<file path="src/design/tfla_ram.sv">
// ----------------------------------------------------------------------------
// tfla_ram
// Generic single-write, single-read synchronous RAM with a registered read.
// ----------------------------------------------------------------------------
module tfla_ram #(
   parameter int WIDTH = 8,
   parameter int DEPTH = 16
) (
   input  logic                     clock,
   input  logic                     wr_en,
   input  logic [$clog2(DEPTH)-1:0] wr_addr,
   input  logic [WIDTH-1:0]         wr_data,
   input  logic                     rd_en,
   input  logic [$clog2(DEPTH)-1:0] rd_addr,
   output logic [WIDTH-1:0]         rd_data
);

   logic [WIDTH-1:0] mem_ff [DEPTH];
   logic [WIDTH-1:0] rd_data_ff;

   // Write port and registered read port; read data holds between reads.
   always_ff @(posedge clock) begin
      if (wr_en) begin
         mem_ff[wr_addr] <= wr_data;
      end
      if (rd_en) begin
         rd_data_ff <= mem_ff[rd_addr];
      end
   end

   assign rd_data = rd_data_ff;

endmodule

</file>
<file path="config.mk">
export PLATFORM = sky130hd
export DESIGN_NAME = tfla_ram
export DESIGN_NICKNAME = d
export VERILOG_FILES = /design/src/design/tfla_ram.sv
export SDC_FILE = /design/constraint.sdc
export NUM_CORES = 1
export LEC_CHECK = 0
export BUFFER_PORTS_ARGS = -buffer_cell sky130_fd_sc_hd__buf_2
export CORE_MARGIN = 5
export CORE_UTILIZATION = 35
export CTS_BUF_LIST = sky130_fd_sc_hd__clkbuf_16
export CTS_CLUSTER_DIAMETER = 60
export DETAILED_ROUTE_END_ITERATION = 10
export MAX_ROUTING_LAYER = met4
export PLACE_DENSITY = 0.52
export SLEW_MARGIN = 20
export SYNTH_ARGS = -nofsm -noshare
export SYNTH_HDL_FRONTEND = slang
export SYNTH_SLANG_ARGS = --single-unit
</file>
<file path="constraint.sdc">
create_clock -name clock -period 1.8 [get_ports clock]
set_input_delay 0 -clock clock [delete_from_list [all_inputs] [get_ports clock]]
set_output_delay 0 -clock clock [all_outputs]
set_load 0.02 [all_outputs]
</file>
==> results by group <==
Logic synthesis
  – Mux cell area share after synthesis: 0.148
  – Share of the yosys chip area belonging to registers: 0.781
  – Syn_area_per_cell: between 20 and 25 um2
  – Most common flop cell mapped by yosys: edfxtp_1
  – Cell area after synthesis: between 5000 and 6000 um2
  – Post-Synth XOR/XNOR Area: 0
  – Number of synthesized register bits: about 140
  – Largest family of logic cells by synthesized area: multiplexers
  – Ys async rst share: 0
  – Number of synthesized flops with an enable pin: 136
  – Post-synthesis adder-cell area fraction: 0
  – Syn. warnings: 0
  – Unique masters post-synth: 18
  – Synth Area in Compound Gates: 0.0230
  – Post-synthesis net count: 248
  – Synth Area in Simple Gates: 0.0314
  – Syn Inst Count: about 230

Final layout
  – Most common cell after layout, fill and taps aside: edfxtp_1
  – P&R area growth vs syn: 20.9%
  – Share of cells above drive strength 1: 0.299
  – Final nets: between 300 and 400
  – ANT cells: 0
  – Most frequent cells in the layout: edfxtp_1 (136), buf_2 (26), buf_4 (22)

Drt
  – Antenna Nets Post-Route: 0
  – Starting DRC count in detailed routing: approximately 260
  – DRC Markers: 0
  – DRT Pass-1 Iters: 4
  – Average vias per placed instance: about 5.0
  – DR vias: 2479
  – WL final: ~11000 um
  – WL/cell: 21.6 um

Timing
  – Relative slew margins: 0.677
  – Max Clock Freq: between 600 and 700 MHz
  – Fin. max-slew vios: 0
  – Least-Margin Pin Slew: 0.483 ns
  – Period minus WS final: 1.53 ns
  – Final Setup Violations: 0
  – Hold slack: 0.147 ns
  – Setup tns final: 0 ns
  – RSZ-0062 raised after global routing: false
  – Final period utilization: 0.852
  – Fin. Hold Viols: 0
  – Setup Skew: roughly 0.0088 ns

Global routing
  – Met3 Usage GRT: 0.0431
  – First-pass GRT wire length: roughly 16000 um
  – Met2 Resource Use GR: 0.184
  – Largest net degree at the start of global routing: 33
  – Global Route Usage Sum: 0.133
  – Vias in the first global route: about 2.6k
  – GR peak layer: met1
  – Remaining Overflow, GRT: 0
  – Antenna violations before repair: 0
  – Met1 global-route usage: 0.191

Worst setup path
  – Worst R2R Start: mem_ff[0][7]$_DFFE_PP_
  – R2r endpoint: rd_data[7]$_DFFE_PP_
  – Endpoint class of the critical path: register
  – Crit start category: register
  – Internal reg-to-reg setup slack: about 0.27 ns
  – CP required: 1.94 ns
  – Worst-case reg-to-reg path depth: 3
  – Arr. time, crit path: 1.67 ns
  – Crit path max fanout: 1
  – CP Class: reg2reg

Hold path
  – Worst hold endpoint: mem_ff[0][3]$_DFFE_PP_
  – Hold wc startpoint: wr_addr[0]
  – Hold Crit Depth: 3
  – Min-delay worst type: in2reg

Clock tree
  – CTS buffer count: 17
  – CTS H-tree lvls: 4
  – # clock sinks: around 140
  – Clock slew at reported path FFs: 0.05 ns
  – Worst-Skew Late Latency: around 0.41 ns
  – CTS tree: yes
  – Clock buffer depth: 2
  – Cell chosen for the clock root: clkbuf_16
  – Number of gates resized after cts: 0

Floorplanning
  – Die area: about 17000 um2
  – Row count: 44
  – Core ar.: 14600 um2
  – I/O pin cnt: 27
  – Initial Utilization: 0.358
  – Die width: 132 um
  – Die Y: roughly 130 um

Power and ir drop
  – Pwr dens: about 1100 nW/um2
  – Peak supply drop: slightly below 0.8 mV
  – Lkg Pwr: 2.17 nW

Placed design
  – RePlAce Congestion: 0.734
  – IO Port Bufs: 26
  – Detail Placement HPWL: about 6900 um

Run status
  – Outcome: finished clean

Flow run
  – Max-Cap Viols: 0
state kept, by name (all words and copies together) (netlist names):
signal   cells
rd_data      8
mem_ff     128
routing by layer:
| layer | up-vias | routed length [um] |
|---|---|---|
| met5 | - | 0 |
| met4 | 0 | 81 |
| li1 | 1117 | - |
| met2 | 69 | 4740 |
| met3 | 5 | 598 |
| met1 | 1288 | 5200 |
worst max-delay path, stage by stage, from the launching register on:
cell      delay, ns
edfxtp_1       0.36
mux4_2         0.45
a22oi_1        0.33
nand2_1        0.12
worst max path at each step:
stage                     depth (start not counted)                endpoint                   start  slack, ns
after floorplan                                   2  mem_ff[0][0]$_DFFE_PP_              wr_addr[2]       0.31
after global placement                            5    rd_data[1]$_DFFE_PP_              rd_addr[0]       0.18
after detailed placement                          5    rd_data[1]$_DFFE_PP_              rd_addr[0]       0.18
after CTS                                         3    rd_data[4]$_DFFE_PP_  mem_ff[3][4]$_DFFE_PP_       0.29
after global routing                              3    rd_data[5]$_DFFE_PP_  mem_ff[1][5]$_DFFE_PP_       0.16
final                                             3    rd_data[7]$_DFFE_PP_  mem_ff[0][7]$_DFFE_PP_       0.27
power by group:
group / total [mW] / internal [mW] / switching, mW
combinational: 0.370 / 0.160 / 0.210
clock: 2.96 / 1.82 / 1.14
sequential: 3.59 / 3.57 / 0.0187
total: 6.92 / 5.55 / 1.36
final cells by class:
type | instances | area (um2)
Timing Repair Buffer | 60 | 445
Clock inverter | 12 | 76.3
Clock buffer | 17 | 425
Fill cell | 1263 | 8270
Tap cell | 184 | 230
Sequential cell | 136 | 4080
Multi-Input combinational cell | 83 | 1060
cell families (layout without fill, tap and decap cells):
group                  after synthesis  count (layout)
muxes                               32              32
DFF                                136             136
and+or+nand+nor                     35              35
AOI/OAI and AO/OA                   16              16
buffers and inverters               10              89
cells in the mapped netlist, types with 2 or more instances:
library cell	instances	area share
mux4_2	18	0.078
nand2_1	9	0.0065
mux4_1	14	0.070
nor2_1	13	0.0093
nand2b_1	2	0.0024
nand3b_1	2	0.0029
clkdlybuf4s25_2	3	0.0057
buf_6	3	0.0065
a22oi_1	16	0.023
edfxtp_1	136	0.78
buf_2	3	0.0029
nor3_1	4	0.0038
through the flow:
stage | instance area [um2] | util | worst slack, ns | cells | total power, mW
global route | 6320 | 0.433 | 0.156 | 492 | 7.18
finish | 6320 | 0.433 | 0.267 | 492 | 6.92
CTS | 6320 | 0.433 | 0.287 | 492 | 7.01
floorplan | 5230 | - | 0.307 | 229 | 3.85
global placement | 5730 | 0.393 | 0.184 | 454 | 4.01
detailed placement | 5730 | 0.393 | 0.185 | 454 | 4.02
what timing repair did:
| action | in CTS | in global routing |
|---|---|---|
| hold buffers | 9 | 0 |
| setup buffers | 0 | 0 |
| endpoints found under the hold margin | 116 | 0 |
Note: power is estimated with default switching activity, not from simulation.
