$ cat src/design/tfla_pkg.sv
// ----------------------------------------------------------------------------
// tfla_pkg
// Shared constants, codes, types and helper functions of the timed free-list
// slot allocator.
// ----------------------------------------------------------------------------
package tfla_pkg;

   // Pool geometry.
   localparam int POOL_SIZE = 1024;
   localparam int IDX_W     = $clog2(POOL_SIZE);
   localparam int CNT_W     = IDX_W + 1;

   // Field and register widths.
   localparam int MODE_W     = 2;
   localparam int STATUS_W   = 3;
   localparam int STAMP_W    = 64;
   localparam int DELAY_W    = 32;
   localparam int INIT_W     = 11;
   localparam int CSR_IDX_W  = 1;
   localparam int CSR_DATA_W = 32;
   localparam int META_W     = STAMP_W + 1;

   // Smallest initial slot count.
   localparam int MIN_INITIAL = 10;

   // Stamp of a slot that was never released.
   localparam logic [STAMP_W-1:0] NEVER_RELEASED = '1;

   // Item modes.
   localparam logic [MODE_W-1:0] MODE_ACQUIRE = 2'd0;
   localparam logic [MODE_W-1:0] MODE_RELEASE = 2'd1;
   localparam logic [MODE_W-1:0] MODE_CLOSE   = 2'd2;

   // Result status codes.
   localparam logic [STATUS_W-1:0] ST_REUSED    = 3'd0;
   localparam logic [STATUS_W-1:0] ST_CREATED   = 3'd1;
   localparam logic [STATUS_W-1:0] ST_EXHAUSTED = 3'd2;
   localparam logic [STATUS_W-1:0] ST_CLOSED    = 3'd3;
   localparam logic [STATUS_W-1:0] ST_RELEASE   = 3'd4;

   // Configuration register indexes.
   localparam logic [CSR_IDX_W-1:0] CSR_REUSE_DELAY   = 1'b0;
   localparam logic [CSR_IDX_W-1:0] CSR_INITIAL_SLOTS = 1'b1;

   // Write port of the clearing sweep.
   typedef struct packed {
      logic             busy;
      logic [IDX_W-1:0] addr;
      logic             queued;
   } sweep_type;

   // Raise the requested count to the minimum and cap it at the pool size.
   function automatic logic [CNT_W-1:0] clamp_initial(input logic [INIT_W-1:0] v);
      logic [CNT_W-1:0] n;
      if (32'(v) > POOL_SIZE) begin
         n = CNT_W'(POOL_SIZE);
      end else if (32'(v) < MIN_INITIAL) begin
         n = CNT_W'(MIN_INITIAL);
      end else begin
         n = CNT_W'(v);
      end
      return n;
   endfunction

   // Ring position that follows a count of n queued slots.
   function automatic logic [IDX_W-1:0] ring_pos(input logic [CNT_W-1:0] n);
      logic [IDX_W-1:0] p;
      if (n == CNT_W'(POOL_SIZE)) begin
         p = '0;
      end else begin
         p = n[IDX_W-1:0];
      end
      return p;
   endfunction

   // Step a ring pointer with wrap.
   function automatic logic [IDX_W-1:0] ring_next(input logic [IDX_W-1:0] p);
      logic [IDX_W-1:0] q;
      if (p == IDX_W'(POOL_SIZE - 1)) begin
         q = '0;
      end else begin
         q = p + IDX_W'(1);
      end
      return q;
   endfunction

endpackage

$ cat src/design/tfla_sweep.sv
// ----------------------------------------------------------------------------
// tfla_sweep
// Clearing sequencer: walks every pool entry once after reset or after a new
// initial slot count, so that the ring and stamp memories take their start
// contents.
// ----------------------------------------------------------------------------
module tfla_sweep (
   input  logic                       clock,
   input  logic                       reset,
   input  logic                       start,
   input  logic [tfla_pkg::CNT_W-1:0] count_n,
   output tfla_pkg::sweep_type        sweep
);
   import tfla_pkg::*;

   logic             busy_ff;
   logic             busy_in;
   logic [IDX_W-1:0] addr_ff;
   logic [IDX_W-1:0] addr_in;

   // Step through the entries, one per cycle, restarting on request.
   always_comb begin
      busy_in = busy_ff;
      addr_in = addr_ff;
      if (start) begin
         busy_in = 1'b1;
         addr_in = '0;
      end else if (busy_ff) begin
         addr_in = addr_ff + IDX_W'(1);
         if (addr_ff == IDX_W'(POOL_SIZE - 1)) begin
            busy_in = 1'b0;
            addr_in = '0;
         end
      end
   end

   always_ff @(posedge clock) begin
      if (reset) begin
         busy_ff <= 1'b1;
         addr_ff <= '0;
      end else begin
         busy_ff <= busy_in;
         addr_ff <= addr_in;
      end
   end

   // Entries below the initial count start out in the free queue.
   assign sweep.busy   = busy_ff;
   assign sweep.addr   = addr_ff;
   assign sweep.queued = ({1'b0, addr_ff} < count_n);

endmodule

$ cat config.mk
export PLATFORM = sky130hd
export DESIGN_NAME = tfla_sweep
export DESIGN_NICKNAME = d
export VERILOG_FILES = /design/src/design/tfla_pkg.sv /design/src/design/tfla_sweep.sv
export SDC_FILE = /design/constraint.sdc
export NUM_CORES = 1
export LEC_CHECK = 0
export BUFFER_PORTS_ARGS = -buffer_cell sky130_fd_sc_hd__buf_2
export CAP_MARGIN = 20
export CORE_ASPECT_RATIO = 1.4
export CORE_MARGIN = 3
export CORE_UTILIZATION = 35
export DETAILED_ROUTE_END_ITERATION = 7
export GPL_TIMING_DRIVEN = 0
export PLACE_DENSITY = 0.57
export SYNTH_ARGS = -nofsm -noshare
export SYNTH_HDL_FRONTEND = slang
export SYNTH_SLANG_ARGS = --single-unit
export TNS_END_PERCENT = 1
$ cat constraint.sdc
create_clock -name clock -period 1.6 [get_ports clock]
set_clock_uncertainty 0.05 [all_clocks]
set_input_delay 0.16 -clock clock [delete_from_list [all_inputs] [get_ports clock]]
set_output_delay 0.16 -clock clock [all_outputs]
set_load 0.1 [all_outputs]
==> metrics.md <==
| Metric | Value |
|---|---|
| Outcome | finished with violations |
| Failing checks | negative setup slack |
| Critical Path Max Stage Delay | 0.35 ns |
| Syn Std Cell Area | 748 um^2 |
| Total global-route track usage | 14.3% |
| Crit path kind | reg -> out |
| Worst path required time | 1.39 ns |
| Critical-path cell list | ha_4 -> a21o_1 -> a31oi_4 -> o21ai_2 -> a21oi_4 -> buf_12 |
| Synth Net Count | 115 |
| Area of the multi-input gates | 558 um^2 |
| Initial Util | 37.5% |
| Core Region | 0.00200 mm^2 |
| Distinct cells, synth | 30 |
| Slew Limit Headroom | 67.7% |
| Clock Latency Late Sink | 0.26 ns |
| Die Width | 45.1 um |
| Antenna-violating nets left | 0 |
| Post-DR vias/cell | 5.21 |
| Final setup viols | 1 |
| Final-report hold violation count | 0 |
| IO Pins | 26 |
| Pins Over Slew Limit | 0 |
| Area Overhead vs Synth | 42.3% |
| Iter 0 DRT Violations | 6 |
| Die ar. | 0.00274 mm^2 |
| Clock Sinks | 11 |
| P_leak | around 0.5 nW |
| Drt pass-1 iters | 4 |
| Final period util | 114% |
| Count leader, synth | nor2_1 |
| Routability-driven placement congestion ratio | 0.731 |
| Setup crit start kind | flop |
| FF+latch count, synth | 11 |
| CTS tree | done |
| Worst Path Max Fanout | 2 |
| Synth area leader | dfxtp_1 |
| Largest net degree at the start of global routing | 10 |
| R2R Setup Slk | between 0.1 and 0.15 ns |
| Max Cap Viol | 0 |
| Worst hold start | reset |
| ANT cells | 0 |
| Die height | 60.7 um |
| Post-synth EDFFs | 0 |
| Maximum VDD drop | 0.444 mV |
| CP arrival | 1.61 ns |
| First-pass GRT wire length | about 2.9 mm |
| Clock root buffer | clkbuf_4 |
| Worst-Margin Slew | 0.488 ns |
| Fillers | between 200 and 250 |
| Row cnt | 19 |
| Number of remaining DRC errors | 0 |
| Hpwl dp | about 1.4 mm |
| Buffers on Ports | 25 |
| Critical path's top delay family | compound AO/OA/AOI/OAI gates |
| Register area share after synthesis | between 20% and 30% |
| Share of cells above drive strength 1 | 47.1% |
| Pwr Density | 501 mW/mm^2 |
| Worst path slowest cell | dfxtp_4 |
| Synth area leaders | dfxtp_1, ha_1, nor2_1 |
| Asr flop ratio synth | 0% |
| Avg Inst Size Synth | slightly above 8 um^2 |
| Worst Setup End Kind | output pin |
| Cells after Synth | between 90 and 100 |
| WL per Instance | 12.1 um |
| Bufs and invs on worst path | 1 |
| Total area of sequential cells | 253 um^2 |
| Finished Layout Cells | 142 |
| Final hold slack | slightly below 0.07 ns |
| Synth top area share | between 20 and 30% |
| Vias after detailed routing | 740 |
| Max Freq | around 0.55 GHz |
| Synth warn | 0 |
| Most frequent cells after synthesis | nor2_1, dfxtp_1, inv_1, ha_1, nand2_1 |
| DP Cell Count | 137 |
| Unrepaired setup endpoints after global routing | true |
| GRT Residual Overflow | 0 |
| CTS Buf Count | 3 |
| Fin nets | 146 |
| Fin worst setup slack | -0.221 ns |
| Vias in the first global route | 733 |
| Top FF cell, synth | dfxtp_1 |
| Antenna violations before repair | 0 |
| Total wire length | 1.71 mm |
| Min Clock Period, post-route | ~1.8 ns |
| Setup crit start | addr_ff[2]$_SDFFE_PP0P_ |
| R2R Path Start | busy_ff$_SDFF_PP1_ |
| Max Root-Sink Buffers | 2 |
| Hold WC Path Type | in -> reg |
| H-tree depth | 1 |
| Clock transition at path regs | 0.07 ns |
## placed cells by master (no fill, tap or decap), types with 2 or more instances in the layout
cell type  count
ha_4           3
a21o_1         2
ha_1           7
dfxtp_2        2
nand4_1        3
buf_2         25
clkbuf_4       3
xor2_1         5
o21ai_2        2
buf_4          2
nand2b_1       2
or3_1          2
nor2_1        11
dfxtp_4        8
nand2_1        8
a21oi_2        3
xnor2_1        2
nand3_2        2
inv_1         11
## per-layer routing
layer	vias to the layer above	track usage (%)	routed length, um
met4	0	6.28	16
met3	2	1.78	91
met5	-	0	0
met2	23	28.1	966
met1	341	14.4	638
li1	374	-	-
## state kept, by name (all words and copies together) (netlist names)
name,flops
addr_ff,10
busy_ff,1
## worst register-to-register path, stage by stage (launching register included)
cell	delay, ns
dfxtp_1	0.32
buf_2	0.19
nand4_1	0.25
a2111oi_1	0.45
nor3b_1	0.10
## path summary, 6_finish.rpt
| kind | cells after the start | end |
|---|---|---|
| setup / recovery | 6 | sweep[0] |
| hold / removal | 3 | busy_ff$_SDFF_PP1_ |
| setup reg to reg | 4 | addr_ff[9]$_SDFFE_PP0P_ |
| hold reg to reg | 1 | addr_ff[0]$_SDFFE_PP0P_ |
## stage by stage
step	worst slack (ns)	area, um^2	utilization, %	TNS (ns)	power, mW
final	-0.221	1060	53.3	-0.221	0.533
after global routing	-0.277	1060	53.3	-0.363	0.559
after CTS	-0.249	1040	52.3	-0.249	0.536
after detailed placement	-0.259	956	47.9	-0.259	0.346
after global placement	-0.254	956	47.9	-0.254	0.344
after floorplan	-0.382	805	-	-1.00	0.320
## power by group
part           internal [mW]  switching, mW  leakage (nW)  total (mW)
combinational         0.0337         0.0493         0.390      0.0830
clock                 0.0962         0.0874        0.0150       0.184
sequential             0.264        0.00338        0.0962       0.267
total                  0.393          0.140         0.501       0.533
## logic make-up after synthesis
kind of cell,share of synthesized area (%)
fa+ha+maj,16.7
compound gates,13.4
xor+xnor,8.19
simple gates,25.1
buf+inv,7.19
flops,29.4
## timing repair
action	in CTS	in global routing
resized for setup	9	5
endpoints found under the setup margin	1	3
buffers inserted	1	0
hold buffers	0	0
cloned	0	0
endpoints found under the hold margin	0	0
pin swaps	4	3
## area by class of cell
class | instances | share of cell area (%)
Sequential cell | 11 | 23.7
Buffer | 2 | 1.18
Timing Repair Buffer | 26 | 13.9
Inverter | 11 | 3.88
Tap cell | 21 | 2.47
Clock buffer | 4 | 2.47
Multi-Input combinational cell | 67 | 52.4
Note: power is estimated with default switching activity, not from simulation.
